==> config.mk <==
export PLATFORM = sky130hd
export DESIGN_NAME = two_class_fifo_age_merge_unit
export DESIGN_NICKNAME = d
export VERILOG_FILES = /design/src/tcfam_pkg.sv /design/src/two_class_fifo_age_merge_unit.sv /design/src/tcfam_ram.sv /design/src/tcfam_ctrl.sv /design/src/tcfam_dp.sv
export SDC_FILE = /design/constraint.sdc
export NUM_CORES = 2
export LEC_CHECK = 0
export BUFFER_PORTS_ARGS = -buffer_cell sky130_fd_sc_hd__buf_2
export CAP_MARGIN = 15
export CORE_ASPECT_RATIO = 0.8
export CORE_UTILIZATION = 31
export DETAILED_ROUTE_END_ITERATION = 16
export SYNTH_ARGS = -nofsm -noshare
export SYNTH_HDL_FRONTEND = slang
export SYNTH_SLANG_ARGS = --single-unit
export TNS_END_PERCENT = 100
==> constraint.sdc <==
create_clock -name i_clk -period 5.9 [get_ports i_clk]
set_input_delay 0.59 -clock i_clk [delete_from_list [all_inputs] [get_ports i_clk]]
set_output_delay 0.59 -clock i_clk [all_outputs]
set_load 0.01 [all_outputs]
==> src/tcfam_pkg.sv <==
// Shared types and codes for the two-class FIFO with age-ordered merge.
package tcfam_pkg;

    localparam int ValueWidth = 32;
    localparam int TagWidth   = 32;
    localparam int KindWidth  = 3;

    localparam logic [KindWidth-1:0] KIND_ADD       = 3'd0;
    localparam logic [KindWidth-1:0] KIND_DRAIN_ALL = 3'd1;
    localparam logic [KindWidth-1:0] KIND_DRAIN_CAT = 3'd2;
    localparam logic [KindWidth-1:0] KIND_DRAIN_DOG = 3'd3;
    localparam logic [KindWidth-1:0] KIND_STATUS    = 3'd4;

    localparam logic RESULT_ENTRY  = 1'b0;
    localparam logic RESULT_STATUS = 1'b1;

    localparam logic CLASS_DOG = 1'b0;
    localparam logic CLASS_CAT = 1'b1;

    // Commands from the controller to the datapath.
    typedef struct packed {
        logic add;
        logic status_req;
        logic pop_cat;
        logic pop_dog;
        logic last;
    } t_cmd;

    // Queue status from the datapath to the controller.
    typedef struct packed {
        logic cat_empty;
        logic dog_empty;
        logic cat_one;
        logic dog_one;
        logic dog_older;
    } t_stat;

endpackage

==> src/two_class_fifo_age_merge_unit.sv <==
// Top level of the two-class FIFO with age-ordered merge.
// Commands are taken when start is high and busy is low. An add or a status
// command leaves busy low; a status beat appears on the cycle after the
// command. A drain raises busy from the cycle after it is taken and pops one
// entry per cycle from the queue memories, holding busy until its final entry
// is popped (with nothing to pop it returns to idle without a beat), and
// delivers its beats back to back, the first on the cycle after the first busy
// cycle. Each beat is on the output ports for exactly one cycle, marked by
// o_valid, and must be captured then; o_last marks the final beat of a
// command. Undefined command codes are ignored.
module two_class_fifo_age_merge_unit #(
    parameter int QUEUE_DEPTH = 32
) (
    input  logic                                i_clk,
    input  logic                                i_rst_n,
    input  logic                                start,
    output logic                                busy,
    input  logic [tcfam_pkg::KindWidth-1:0]     i_kind,
    input  logic                                i_item_class,
    input  logic signed [tcfam_pkg::ValueWidth-1:0] i_item_value,
    output logic                                o_valid,
    output logic                                o_result_kind,
    output logic                                o_out_class,
    output logic signed [tcfam_pkg::ValueWidth-1:0] o_out_value,
    output logic                                o_last,
    output logic                                o_both_empty,
    output logic                                o_cat_queue_empty,
    output logic                                o_dog_queue_empty,
    output logic                                o_overflow_seen
);

    tcfam_pkg::t_cmd  cmd;
    tcfam_pkg::t_stat stat;

    tcfam_ctrl u_ctrl (
        .i_clk   (i_clk),
        .i_rst_n (i_rst_n),
        .i_start (start),
        .i_kind  (i_kind),
        .i_stat  (stat),
        .o_cmd   (cmd),
        .o_busy  (busy)
    );

    tcfam_dp #(
        .QUEUE_DEPTH (QUEUE_DEPTH)
    ) u_dp (
        .i_clk             (i_clk),
        .i_rst_n           (i_rst_n),
        .i_cmd             (cmd),
        .i_item_class      (i_item_class),
        .i_item_value      (i_item_value),
        .o_stat            (stat),
        .o_valid           (o_valid),
        .o_result_kind     (o_result_kind),
        .o_out_class       (o_out_class),
        .o_out_value       (o_out_value),
        .o_last            (o_last),
        .o_both_empty      (o_both_empty),
        .o_cat_queue_empty (o_cat_queue_empty),
        .o_dog_queue_empty (o_dog_queue_empty),
        .o_overflow_seen   (o_overflow_seen)
    );

endmodule

==> src/tcfam_ram.sv <==
// Generic single-port-write, single-port-read RAM with registered read data.
module tcfam_ram #(
    parameter int WIDTH = 64,
    parameter int DEPTH = 32
) (
    input  logic                                      i_clk,
    input  logic                                      i_wr_en,
    input  logic [((DEPTH > 1) ? $clog2(DEPTH) : 1)-1:0] i_wr_addr,
    input  logic [WIDTH-1:0]                          i_wr_data,
    input  logic [((DEPTH > 1) ? $clog2(DEPTH) : 1)-1:0] i_rd_addr,
    output logic [WIDTH-1:0]                          o_rd_data
);

    logic [WIDTH-1:0] r_mem [DEPTH];
    logic [WIDTH-1:0] r_rd_data;

    always_ff @(posedge i_clk) begin
        if (i_wr_en) begin
            r_mem[i_wr_addr] <= i_wr_data;
        end
        r_rd_data <= r_mem[i_rd_addr];
    end

    assign o_rd_data = r_rd_data;

endmodule

==> src/tcfam_ctrl.sv <==
// Controller: accepts commands, sequences drains and picks the entry to pop each cycle.
module tcfam_ctrl (
    input  logic                          i_clk,
    input  logic                          i_rst_n,
    input  logic                          i_start,
    input  logic [tcfam_pkg::KindWidth-1:0] i_kind,
    input  tcfam_pkg::t_stat              i_stat,
    output tcfam_pkg::t_cmd               o_cmd,
    output logic                          o_busy
);

    typedef enum logic {
        ST_IDLE,
        ST_DRAIN
    } t_state;

    typedef enum logic [1:0] {
        MODE_ALL,
        MODE_CAT,
        MODE_DOG
    } t_mode;

    t_state r_state, n_state;
    t_mode  r_mode,  n_mode;
    logic   accept;
    logic   pop_cat;
    logic   pop_dog;
    logic   last;

    assign accept = i_start && (r_state == ST_IDLE);

    always_comb begin
        pop_cat = 1'b0;
        pop_dog = 1'b0;
        last    = 1'b0;
        if (r_state == ST_DRAIN) begin
            case (r_mode)
                MODE_ALL: begin
                    // The dog head goes first only when its tag is strictly older.
                    pop_dog = !i_stat.dog_empty && (i_stat.cat_empty || i_stat.dog_older);
                    pop_cat = !i_stat.cat_empty && !pop_dog;
                    last    = (pop_dog && i_stat.dog_one && i_stat.cat_empty) ||
                              (pop_cat && i_stat.cat_one && i_stat.dog_empty);
                end
                MODE_CAT: begin
                    pop_cat = !i_stat.cat_empty;
                    last    = pop_cat && i_stat.cat_one;
                end
                MODE_DOG: begin
                    pop_dog = !i_stat.dog_empty;
                    last    = pop_dog && i_stat.dog_one;
                end
                default: begin
                    pop_cat = 1'b0;
                    pop_dog = 1'b0;
                    last    = 1'b0;
                end
            endcase
        end
    end

    always_comb begin
        n_state = r_state;
        n_mode  = r_mode;
        case (r_state)
            ST_IDLE: begin
                if (accept) begin
                    case (i_kind)
                        tcfam_pkg::KIND_DRAIN_ALL: begin
                            n_state = ST_DRAIN;
                            n_mode  = MODE_ALL;
                        end
                        tcfam_pkg::KIND_DRAIN_CAT: begin
                            n_state = ST_DRAIN;
                            n_mode  = MODE_CAT;
                        end
                        tcfam_pkg::KIND_DRAIN_DOG: begin
                            n_state = ST_DRAIN;
                            n_mode  = MODE_DOG;
                        end
                        default: begin
                            n_state = ST_IDLE;
                        end
                    endcase
                end
            end
            ST_DRAIN: begin
                if (!(pop_cat || pop_dog) || last) begin
                    n_state = ST_IDLE;
                end
            end
            default: begin
                n_state = ST_IDLE;
            end
        endcase
    end

    always_ff @(posedge i_clk) begin
        if (!i_rst_n) begin
            r_state <= ST_IDLE;
            r_mode  <= MODE_ALL;
        end else begin
            r_state <= n_state;
            r_mode  <= n_mode;
        end
    end

    assign o_busy          = (r_state != ST_IDLE);
    assign o_cmd.add        = accept && (i_kind == tcfam_pkg::KIND_ADD);
    assign o_cmd.status_req = accept && (i_kind == tcfam_pkg::KIND_STATUS);
    assign o_cmd.pop_cat    = pop_cat;
    assign o_cmd.pop_dog    = pop_dog;
    assign o_cmd.last       = last;

endmodule

==> src/tcfam_dp.sv <==
// Datapath: the two queue memories, pointers, arrival counter and the result register.
module tcfam_dp #(
    parameter int QUEUE_DEPTH = 32
) (
    input  logic                                i_clk,
    input  logic                                i_rst_n,
    input  tcfam_pkg::t_cmd                     i_cmd,
    input  logic                                i_item_class,
    input  logic signed [tcfam_pkg::ValueWidth-1:0] i_item_value,
    output tcfam_pkg::t_stat                    o_stat,
    output logic                                o_valid,
    output logic                                o_result_kind,
    output logic                                o_out_class,
    output logic signed [tcfam_pkg::ValueWidth-1:0] o_out_value,
    output logic                                o_last,
    output logic                                o_both_empty,
    output logic                                o_cat_queue_empty,
    output logic                                o_dog_queue_empty,
    output logic                                o_overflow_seen
);

    localparam int AW = (QUEUE_DEPTH > 1) ? $clog2(QUEUE_DEPTH) : 1;
    localparam int CW = $clog2(QUEUE_DEPTH + 1);
    localparam int SW = CW + 1;
    localparam int DW = tcfam_pkg::TagWidth + tcfam_pkg::ValueWidth;

    logic [AW-1:0] r_cat_head, n_cat_head;
    logic [AW-1:0] r_dog_head, n_dog_head;
    logic [CW-1:0] r_cat_count, n_cat_count;
    logic [CW-1:0] r_dog_count, n_dog_count;
    logic [tcfam_pkg::TagWidth-1:0] r_arrival;
    logic          r_overflow;

    logic          cat_full, dog_full;
    logic          wr_cat, wr_dog;
    logic [AW-1:0] cat_wr_addr, dog_wr_addr;
    logic [DW-1:0] wr_data;
    logic [DW-1:0] cat_rd, dog_rd;

    logic          r_valid;
    logic          r_result_kind;
    logic          r_out_class;
    logic signed [tcfam_pkg::ValueWidth-1:0] r_out_value;
    logic          r_last;
    logic          r_both_empty;
    logic          r_cat_empty;
    logic          r_dog_empty;
    logic          r_overflow_seen;

    function automatic logic [AW-1:0] next_ptr(input logic [AW-1:0] ptr);
        next_ptr = (ptr == AW'(QUEUE_DEPTH - 1)) ? '0 : ptr + 1'b1;
    endfunction

    // Tail slot is head plus count, wrapped once; the sum stays below twice the depth.
    function automatic logic [AW-1:0] tail_slot(input logic [AW-1:0] head,
                                                input logic [CW-1:0] count);
        logic [SW-1:0] sum;
        sum = SW'(head) + SW'(count);
        if (sum >= SW'(QUEUE_DEPTH)) begin
            sum = sum - SW'(QUEUE_DEPTH);
        end
        tail_slot = sum[AW-1:0];
    endfunction

    assign cat_full    = (r_cat_count == CW'(QUEUE_DEPTH));
    assign dog_full    = (r_dog_count == CW'(QUEUE_DEPTH));
    assign wr_cat      = i_cmd.add && (i_item_class == tcfam_pkg::CLASS_CAT) && !cat_full;
    assign wr_dog      = i_cmd.add && (i_item_class == tcfam_pkg::CLASS_DOG) && !dog_full;
    assign cat_wr_addr = tail_slot(r_cat_head, r_cat_count);
    assign dog_wr_addr = tail_slot(r_dog_head, r_dog_count);
    assign wr_data     = {r_arrival, i_item_value};

    assign n_cat_head  = i_cmd.pop_cat ? next_ptr(r_cat_head) : r_cat_head;
    assign n_dog_head  = i_cmd.pop_dog ? next_ptr(r_dog_head) : r_dog_head;
    assign n_cat_count = r_cat_count + CW'(wr_cat) - CW'(i_cmd.pop_cat);
    assign n_dog_count = r_dog_count + CW'(wr_dog) - CW'(i_cmd.pop_dog);

    // Reading at the next head keeps the registered read data on the current head.
    tcfam_ram #(
        .WIDTH (DW),
        .DEPTH (QUEUE_DEPTH)
    ) u_cat_ram (
        .i_clk     (i_clk),
        .i_wr_en   (wr_cat),
        .i_wr_addr (cat_wr_addr),
        .i_wr_data (wr_data),
        .i_rd_addr (n_cat_head),
        .o_rd_data (cat_rd)
    );

    tcfam_ram #(
        .WIDTH (DW),
        .DEPTH (QUEUE_DEPTH)
    ) u_dog_ram (
        .i_clk     (i_clk),
        .i_wr_en   (wr_dog),
        .i_wr_addr (dog_wr_addr),
        .i_wr_data (wr_data),
        .i_rd_addr (n_dog_head),
        .o_rd_data (dog_rd)
    );

    always_ff @(posedge i_clk) begin
        if (!i_rst_n) begin
            r_cat_head  <= '0;
            r_dog_head  <= '0;
            r_cat_count <= '0;
            r_dog_count <= '0;
            r_arrival   <= '0;
            r_overflow  <= 1'b0;
            r_valid     <= 1'b0;
        end else begin
            r_cat_head  <= n_cat_head;
            r_dog_head  <= n_dog_head;
            r_cat_count <= n_cat_count;
            r_dog_count <= n_dog_count;
            if (wr_cat || wr_dog) begin
                r_arrival <= r_arrival + 1'b1;
            end
            if (i_cmd.add && !(wr_cat || wr_dog)) begin
                r_overflow <= 1'b1;
            end
            r_valid <= i_cmd.pop_cat || i_cmd.pop_dog || i_cmd.status_req;
        end
    end

    always_ff @(posedge i_clk) begin
        r_result_kind   <= tcfam_pkg::RESULT_ENTRY;
        r_out_class     <= tcfam_pkg::CLASS_DOG;
        r_out_value     <= '0;
        r_last          <= i_cmd.last;
        r_both_empty    <= 1'b0;
        r_cat_empty     <= 1'b0;
        r_dog_empty     <= 1'b0;
        r_overflow_seen <= 1'b0;
        if (i_cmd.status_req) begin
            r_result_kind   <= tcfam_pkg::RESULT_STATUS;
            r_last          <= 1'b1;
            r_both_empty    <= (r_cat_count == '0) && (r_dog_count == '0);
            r_cat_empty     <= (r_cat_count == '0);
            r_dog_empty     <= (r_dog_count == '0);
            r_overflow_seen <= r_overflow;
        end else if (i_cmd.pop_cat) begin
            r_out_class <= tcfam_pkg::CLASS_CAT;
            r_out_value <= $signed(cat_rd[tcfam_pkg::ValueWidth-1:0]);
        end else if (i_cmd.pop_dog) begin
            r_out_value <= $signed(dog_rd[tcfam_pkg::ValueWidth-1:0]);
        end
    end

    assign o_stat.cat_empty = (r_cat_count == '0);
    assign o_stat.dog_empty = (r_dog_count == '0);
    assign o_stat.cat_one   = (r_cat_count == CW'(1));
    assign o_stat.dog_one   = (r_dog_count == CW'(1));
    assign o_stat.dog_older = $signed(dog_rd[DW-1:tcfam_pkg::ValueWidth]) <
                              $signed(cat_rd[DW-1:tcfam_pkg::ValueWidth]);

    assign o_valid           = r_valid;
    assign o_result_kind     = r_result_kind;
    assign o_out_class       = r_out_class;
    assign o_out_value       = r_out_value;
    assign o_last            = r_last;
    assign o_both_empty      = r_both_empty;
    assign o_cat_queue_empty = r_cat_empty;
    assign o_dog_queue_empty = r_dog_empty;
    assign o_overflow_seen   = r_overflow_seen;

`ifndef NO_ASSERTIONS
    a_cat_count_bound: assert property (@(posedge i_clk) disable iff (!i_rst_n)
        r_cat_count <= CW'(QUEUE_DEPTH))
        else $error("cat queue count exceeds depth");

    a_no_pop_empty: assert property (@(posedge i_clk) disable iff (!i_rst_n)
        (i_cmd.pop_cat |-> r_cat_count != '0) and (i_cmd.pop_dog |-> r_dog_count != '0))
        else $error("pop from an empty queue");

    a_single_pop: assert property (@(posedge i_clk) disable iff (!i_rst_n)
        !(i_cmd.pop_cat && i_cmd.pop_dog))
        else $error("both queues popped in one cycle");

    a_pop_gives_entry: assert property (@(posedge i_clk) disable iff (!i_rst_n)
        (i_cmd.pop_cat || i_cmd.pop_dog) |=> (r_valid && r_result_kind == tcfam_pkg::RESULT_ENTRY))
        else $error("pop did not produce an entry beat");
`endif

endmodule

==> summary.md <==
| Metric | Value |
|---|---|
| Vias per cell | `5.366` |
| Adder-Cell Fraction of Synth Area | `0.5148%` |
| Overall routed net length | `528800 µm` |
| Area share of the largest cell type after synthesis | `73.99%` |
| Sw Share | `26.13%` |
| Met1 wire length | `220700 µm` |
| Setup ws final | `0.1293 ns` |
| Cell row count | `240` |
| EDFF count, synth | `4096` |
| GRT Overall Usage | `18.74%` |
| Post-Synth Simple-Gate Area | `11.18%` |
| WHS | `0.04373 ns` |
| CP peak stage delay | `0.76 ns` |
| Max_slew headroom | `16.60%` |
| Routability cong. | `0.8295` |
| DRC viols | `0` |
| Critical path class | `reg -> reg` |
| Reg-to-Reg End | `u_dp.u_cat_ram.o_rd_data[42]` |
| Gr ovfl total | `0` |
| Avg WL per Cell | `27.01 µm` |
| VDD IR max | `0.2634 mV` |
| Area growth syn-to-layout | `15.99%` |
| Mapped cell area | `166200 µm²` |
| Crit-path slowest cell | `nor4_1` |
| Initial antenna violation count | `48` |
| Nature of the critical path endpoint | `register` |
| Period Utilization, post-route | `97.81%` |
| Share of layout cells above drive strength 1 | `10.60%` |
| Distinct cell type count after synthesis | `71` |
| WP data required | `6.75 ns` |
| Clk buf depth | `4` |
| Clk slew on worst S/H paths | `0.06 ns` |
| Clock Tree Root | `clkbuf_16` |
| Post-Syn Area per Cell | `14.11 µm²` |
| Fin. Hold Viols | `0` |
| Yosys reg bits | `4322` |
| CTS sink count | `4322` |
| Fin area | `192800 µm²` |
| Worst min-delay path class | `in -> reg` |
| CP startpoint kind | `register` |
| Die Wd | `820.7 µm` |
| Worst setup startpoint | `u_dp.u_dog_ram.o_rd_data[63]` |
| Routed length on met2 | `230800 µm` |
| Vias | `105056` |
| Reg2Reg Depth | `16` |
| Placeable Area | `534200 µm²` |
| # Max-Cap Violations | `0` |
| Mapped Cells | `11781` |
| First-iteration detailed-routing DRC count | `16528` |
| HP Start | `i_item_value[29]` |
| Ys async rst share | `0%` |
| Most common flop cell mapped by yosys | `edfxtp_1` |
| Synth area leader | `edfxtp_1` |
| Post-route ant nets | `0` |
| Worst-Margin Slew | `1.251 ns` |
| Skew final | `0.07759 ns` |
| Power, Total | `69.81 mW` |
| Place WS | `-0.6566 ns` |
| Die H | `657.0 µm` |
| H-tree levels | `5` |
| Clock share of power | `37.7%` |
| Clk Latency, worst-skew pair | `1.04 ns` |
| Largest net degree at the start of global routing | `102` |
| Post-synthesis sequential area ratio | `76.71%` |
| Met3 wire len | `58980 µm` |
| Comb pwr share | `13.4%` |
| Outcome | `finished clean` |
| Crit path DAT | `6.62 ns` |
| CTS buffer count | `411` |
| Crit-path cells | `ha_1 > nand4_1 > nor4_4 > nand4_1 > a31oi_4 > buf_12 > o21ai_2 > inv_4 > mux2_8 > buf_12 > buf_4 > nand2_1 > and3_1 > a31oi_1 > o22ai_1 > nor4_1` |
| Xor and xnor fraction of the mapped netlist area | `0.2371%` |
| RSZ-0062 raised after global routing | `false` |
| Port buffer count | `79` |
| Max Fclk | `0.1733 GHz` |
| Largest family of logic cells by synthesized area | `simple AND/OR/NAND/NOR gates` |
| Crit path max-delay family | `simple AND/OR/NAND/NOR gates` |
| Setup TNS | `0 ns` |
| Ys Warns | `0` |
| Flop pwr share | `48.9%` |
| Syn nets | `11886` |
| Power density cells | `362.0 nW/µm²` |
| Worst Hold Depth | `1` |
| Synth top cells by count | `4096 x edfxtp_1, 3082 x nand2_1, 587 x a21oi_1, 499 x and3_1, 486 x mux2i_1` |
| Pint | `51.57 mW` |
| Cell with the most instances after synthesis | `edfxtp_1` |
| Highest routed layer | `met5` |
| Setup violators final | `0` |
| Buf+Inv Stages, Crit Path | `4` |
| Max FO, Critical Path | `33` |
| Synth top area cells | `edfxtp_1 74%, nand2_1 7.0%, mux2i_1 2.9%` |
| Die area | `539200 µm²` |
| Max Slew Vio Count | `0` |
| I/O pin cnt | `80` |
| Starting density of the core | `31.12%` |
| Hpwl dp | `274000 µm` |
| Synth Area in Compound Gates | `6.334%` |
| Router iterations before antenna repair | `6` |
| Final min period | `5.771 ns` |
| Fillers | `50287` |
| Leak | `69.36 nW` |
| Switching power | `18.24 mW` |
| CTS tree | `yes` |
| Reg-to-reg slack, setup | `0.13 ns` |
| Placed Area | `179200 µm²` |
| First-pass GRT wire length | `736000 µm` |
| Final #Nets | `12156` |
| Origin of the critical flop-to-flop path | `u_dp.u_dog_ram.o_rd_data[63]` |
| Vias in the first global route | `96604` |
| Mux contribution to synthesized area | `2.969%` |
| Hold endpoint | `u_dp.u_dog_ram.r_mem[16][29]` |
-- metal layers --
| metal | vias to the layer above | GRT usage [%] |
|---|---|---|
| li1 | 44633 | - |
| met5 | - | 0 |
| met3 | 964 | 3.464 |
| met1 | 53352 | 27.62 |
| met4 | 4 | 6.266 |
| met2 | 6103 | 27.79 |
-- state kept, by name (all words and copies together), names as in the netlist, 2 cells and up --
| register | flops |
|---|---|
| u_dp.u_cat_ram.o_rd_data | 64 |
| u_dp.u_cat_ram.r_mem | 2048 |
| u_dp.u_dog_ram.r_mem | 2048 |
| u_dp.o_out_value | 32 |
| u_dp.r_cat_head | 5 |
| u_dp.u_dog_ram.o_rd_data | 64 |
| u_dp.r_dog_count | 6 |
| u_dp.r_dog_head | 5 |
| u_ctrl.r_mode | 2 |
| u_dp.r_arrival | 32 |
| u_dp.r_cat_count | 6 |
-- power groups by stage --
stage	logic, mW	registers [mW]	clock network [mW]
floorplan	5.72	34.6	0
global placement	9.15	34.8	0
detailed placement	9.20	34.8	0
CTS	9.28	34.1	26.6
global route	10.0	34.1	27.7
finish	9.33	34.1	26.3
-- worst max-delay path by stage --
stage | endpoint | depth (start not counted) | slack (ns)
finish | u_dp.u_cat_ram.o_rd_data[42] | 16 | 0.13
global route | u_dp.u_cat_ram.o_rd_data[48] | 17 | 0.07
CTS | u_dp.u_dog_ram.o_rd_data[34] | 17 | 0.13
detailed placement | u_dp.u_dog_ram.o_rd_data[34] | 16 | -0.66
global placement | u_dp.u_cat_ram.o_rd_data[41] | 13 | -1.41
floorplan | u_dp.u_dog_ram.r_mem[0][0] | 7 | 0.71
-- metrics by stage --
step	instances	util [%]
4_1_cts	19531	36.05
6_report	19577	36.10
3_3_place_gp	18760	33.54
3_5_place_dp	18765	33.55
5_1_grt	19573	36.09
2_1_floorplan	11781	-
-- placed cells by master (no fill, tap or decap), drive strengths merged, types with 6 or more instances in the layout --
cell and count:
a211oi 13, a21boi 11, a21o 11, a21oi 587
a221oi 6, a22o 35, a22oi 10, a311oi 9
a31oi 485, a41oi 12, and2 55, and3 499
buf 582, bufinv 28, clkbuf 540, clkinv 171
clkinvlp 9, dfxtp 226, diode 40, edfxtp 4096
ha 62, inv 74, mux2i 487, nand2 3082
nand3 41, nand4 14, nor2 191, nor3 16
nor4 355, o211ai 7, o21ai 140, o22ai 423
or3 13, xnor2 30, xor2 15
-- layout make-up --
class | instances | area (µm²) | area share [%]
clock buffer | 540 | 11120 | 5.766
inverter | 62 | 237.7 | 0.1233
antenna | 40 | 100.1 | 0.05191
clock inverter | 220 | 2108 | 1.093
sequential | 4322 | 127600 | 66.15
tap | 7139 | 8932 | 4.632
timing repair buffer | 585 | 6654 | 3.451
multi-input combinational | 6669 | 36120 | 18.73
-- worst register-to-register path, stage by stage (launching register included) --
cell	delay [ns]
dfxtp_1	0.39
ha_1	0.40
nand4_1	0.27
nor4_4	0.49
nand4_1	0.53
a31oi_4	0.37
buf_12	0.16
o21ai_2	0.21
inv_4	0.29
mux2_8	0.55
buf_12	0.36
buf_4	0.28
nand2_1	0.09
and3_1	0.18
a31oi_1	0.17
o22ai_1	0.12
nor4_1	0.76
-- what timing repair did --
item | 4_1_cts | 5_1_grt
buffers inserted | 3 | 0
gates resized for setup | 9 | 1
hold endpoints to repair | 3 | 0
pin swaps | 2 | 1
hold buffers | 3 | 0
setup endpoints to repair | 24 | 6
-- cells by family (layout without fill, tap and decap cells) --
logic type / count (synthesis) / after routing
AO/OA/AOI/OAI: 1779 / 1779
XOR/XNOR: 45 / 45
adder cells (fa/ha/maj): 66 / 66
buffers and inverters: 790 / 1407
flip-flops: 4322 / 4322
multiplexers: 491 / 491
other: 0 / 40
AND/OR/NAND/NOR: 4288 / 4288
(Power assumes the default switching activity.)
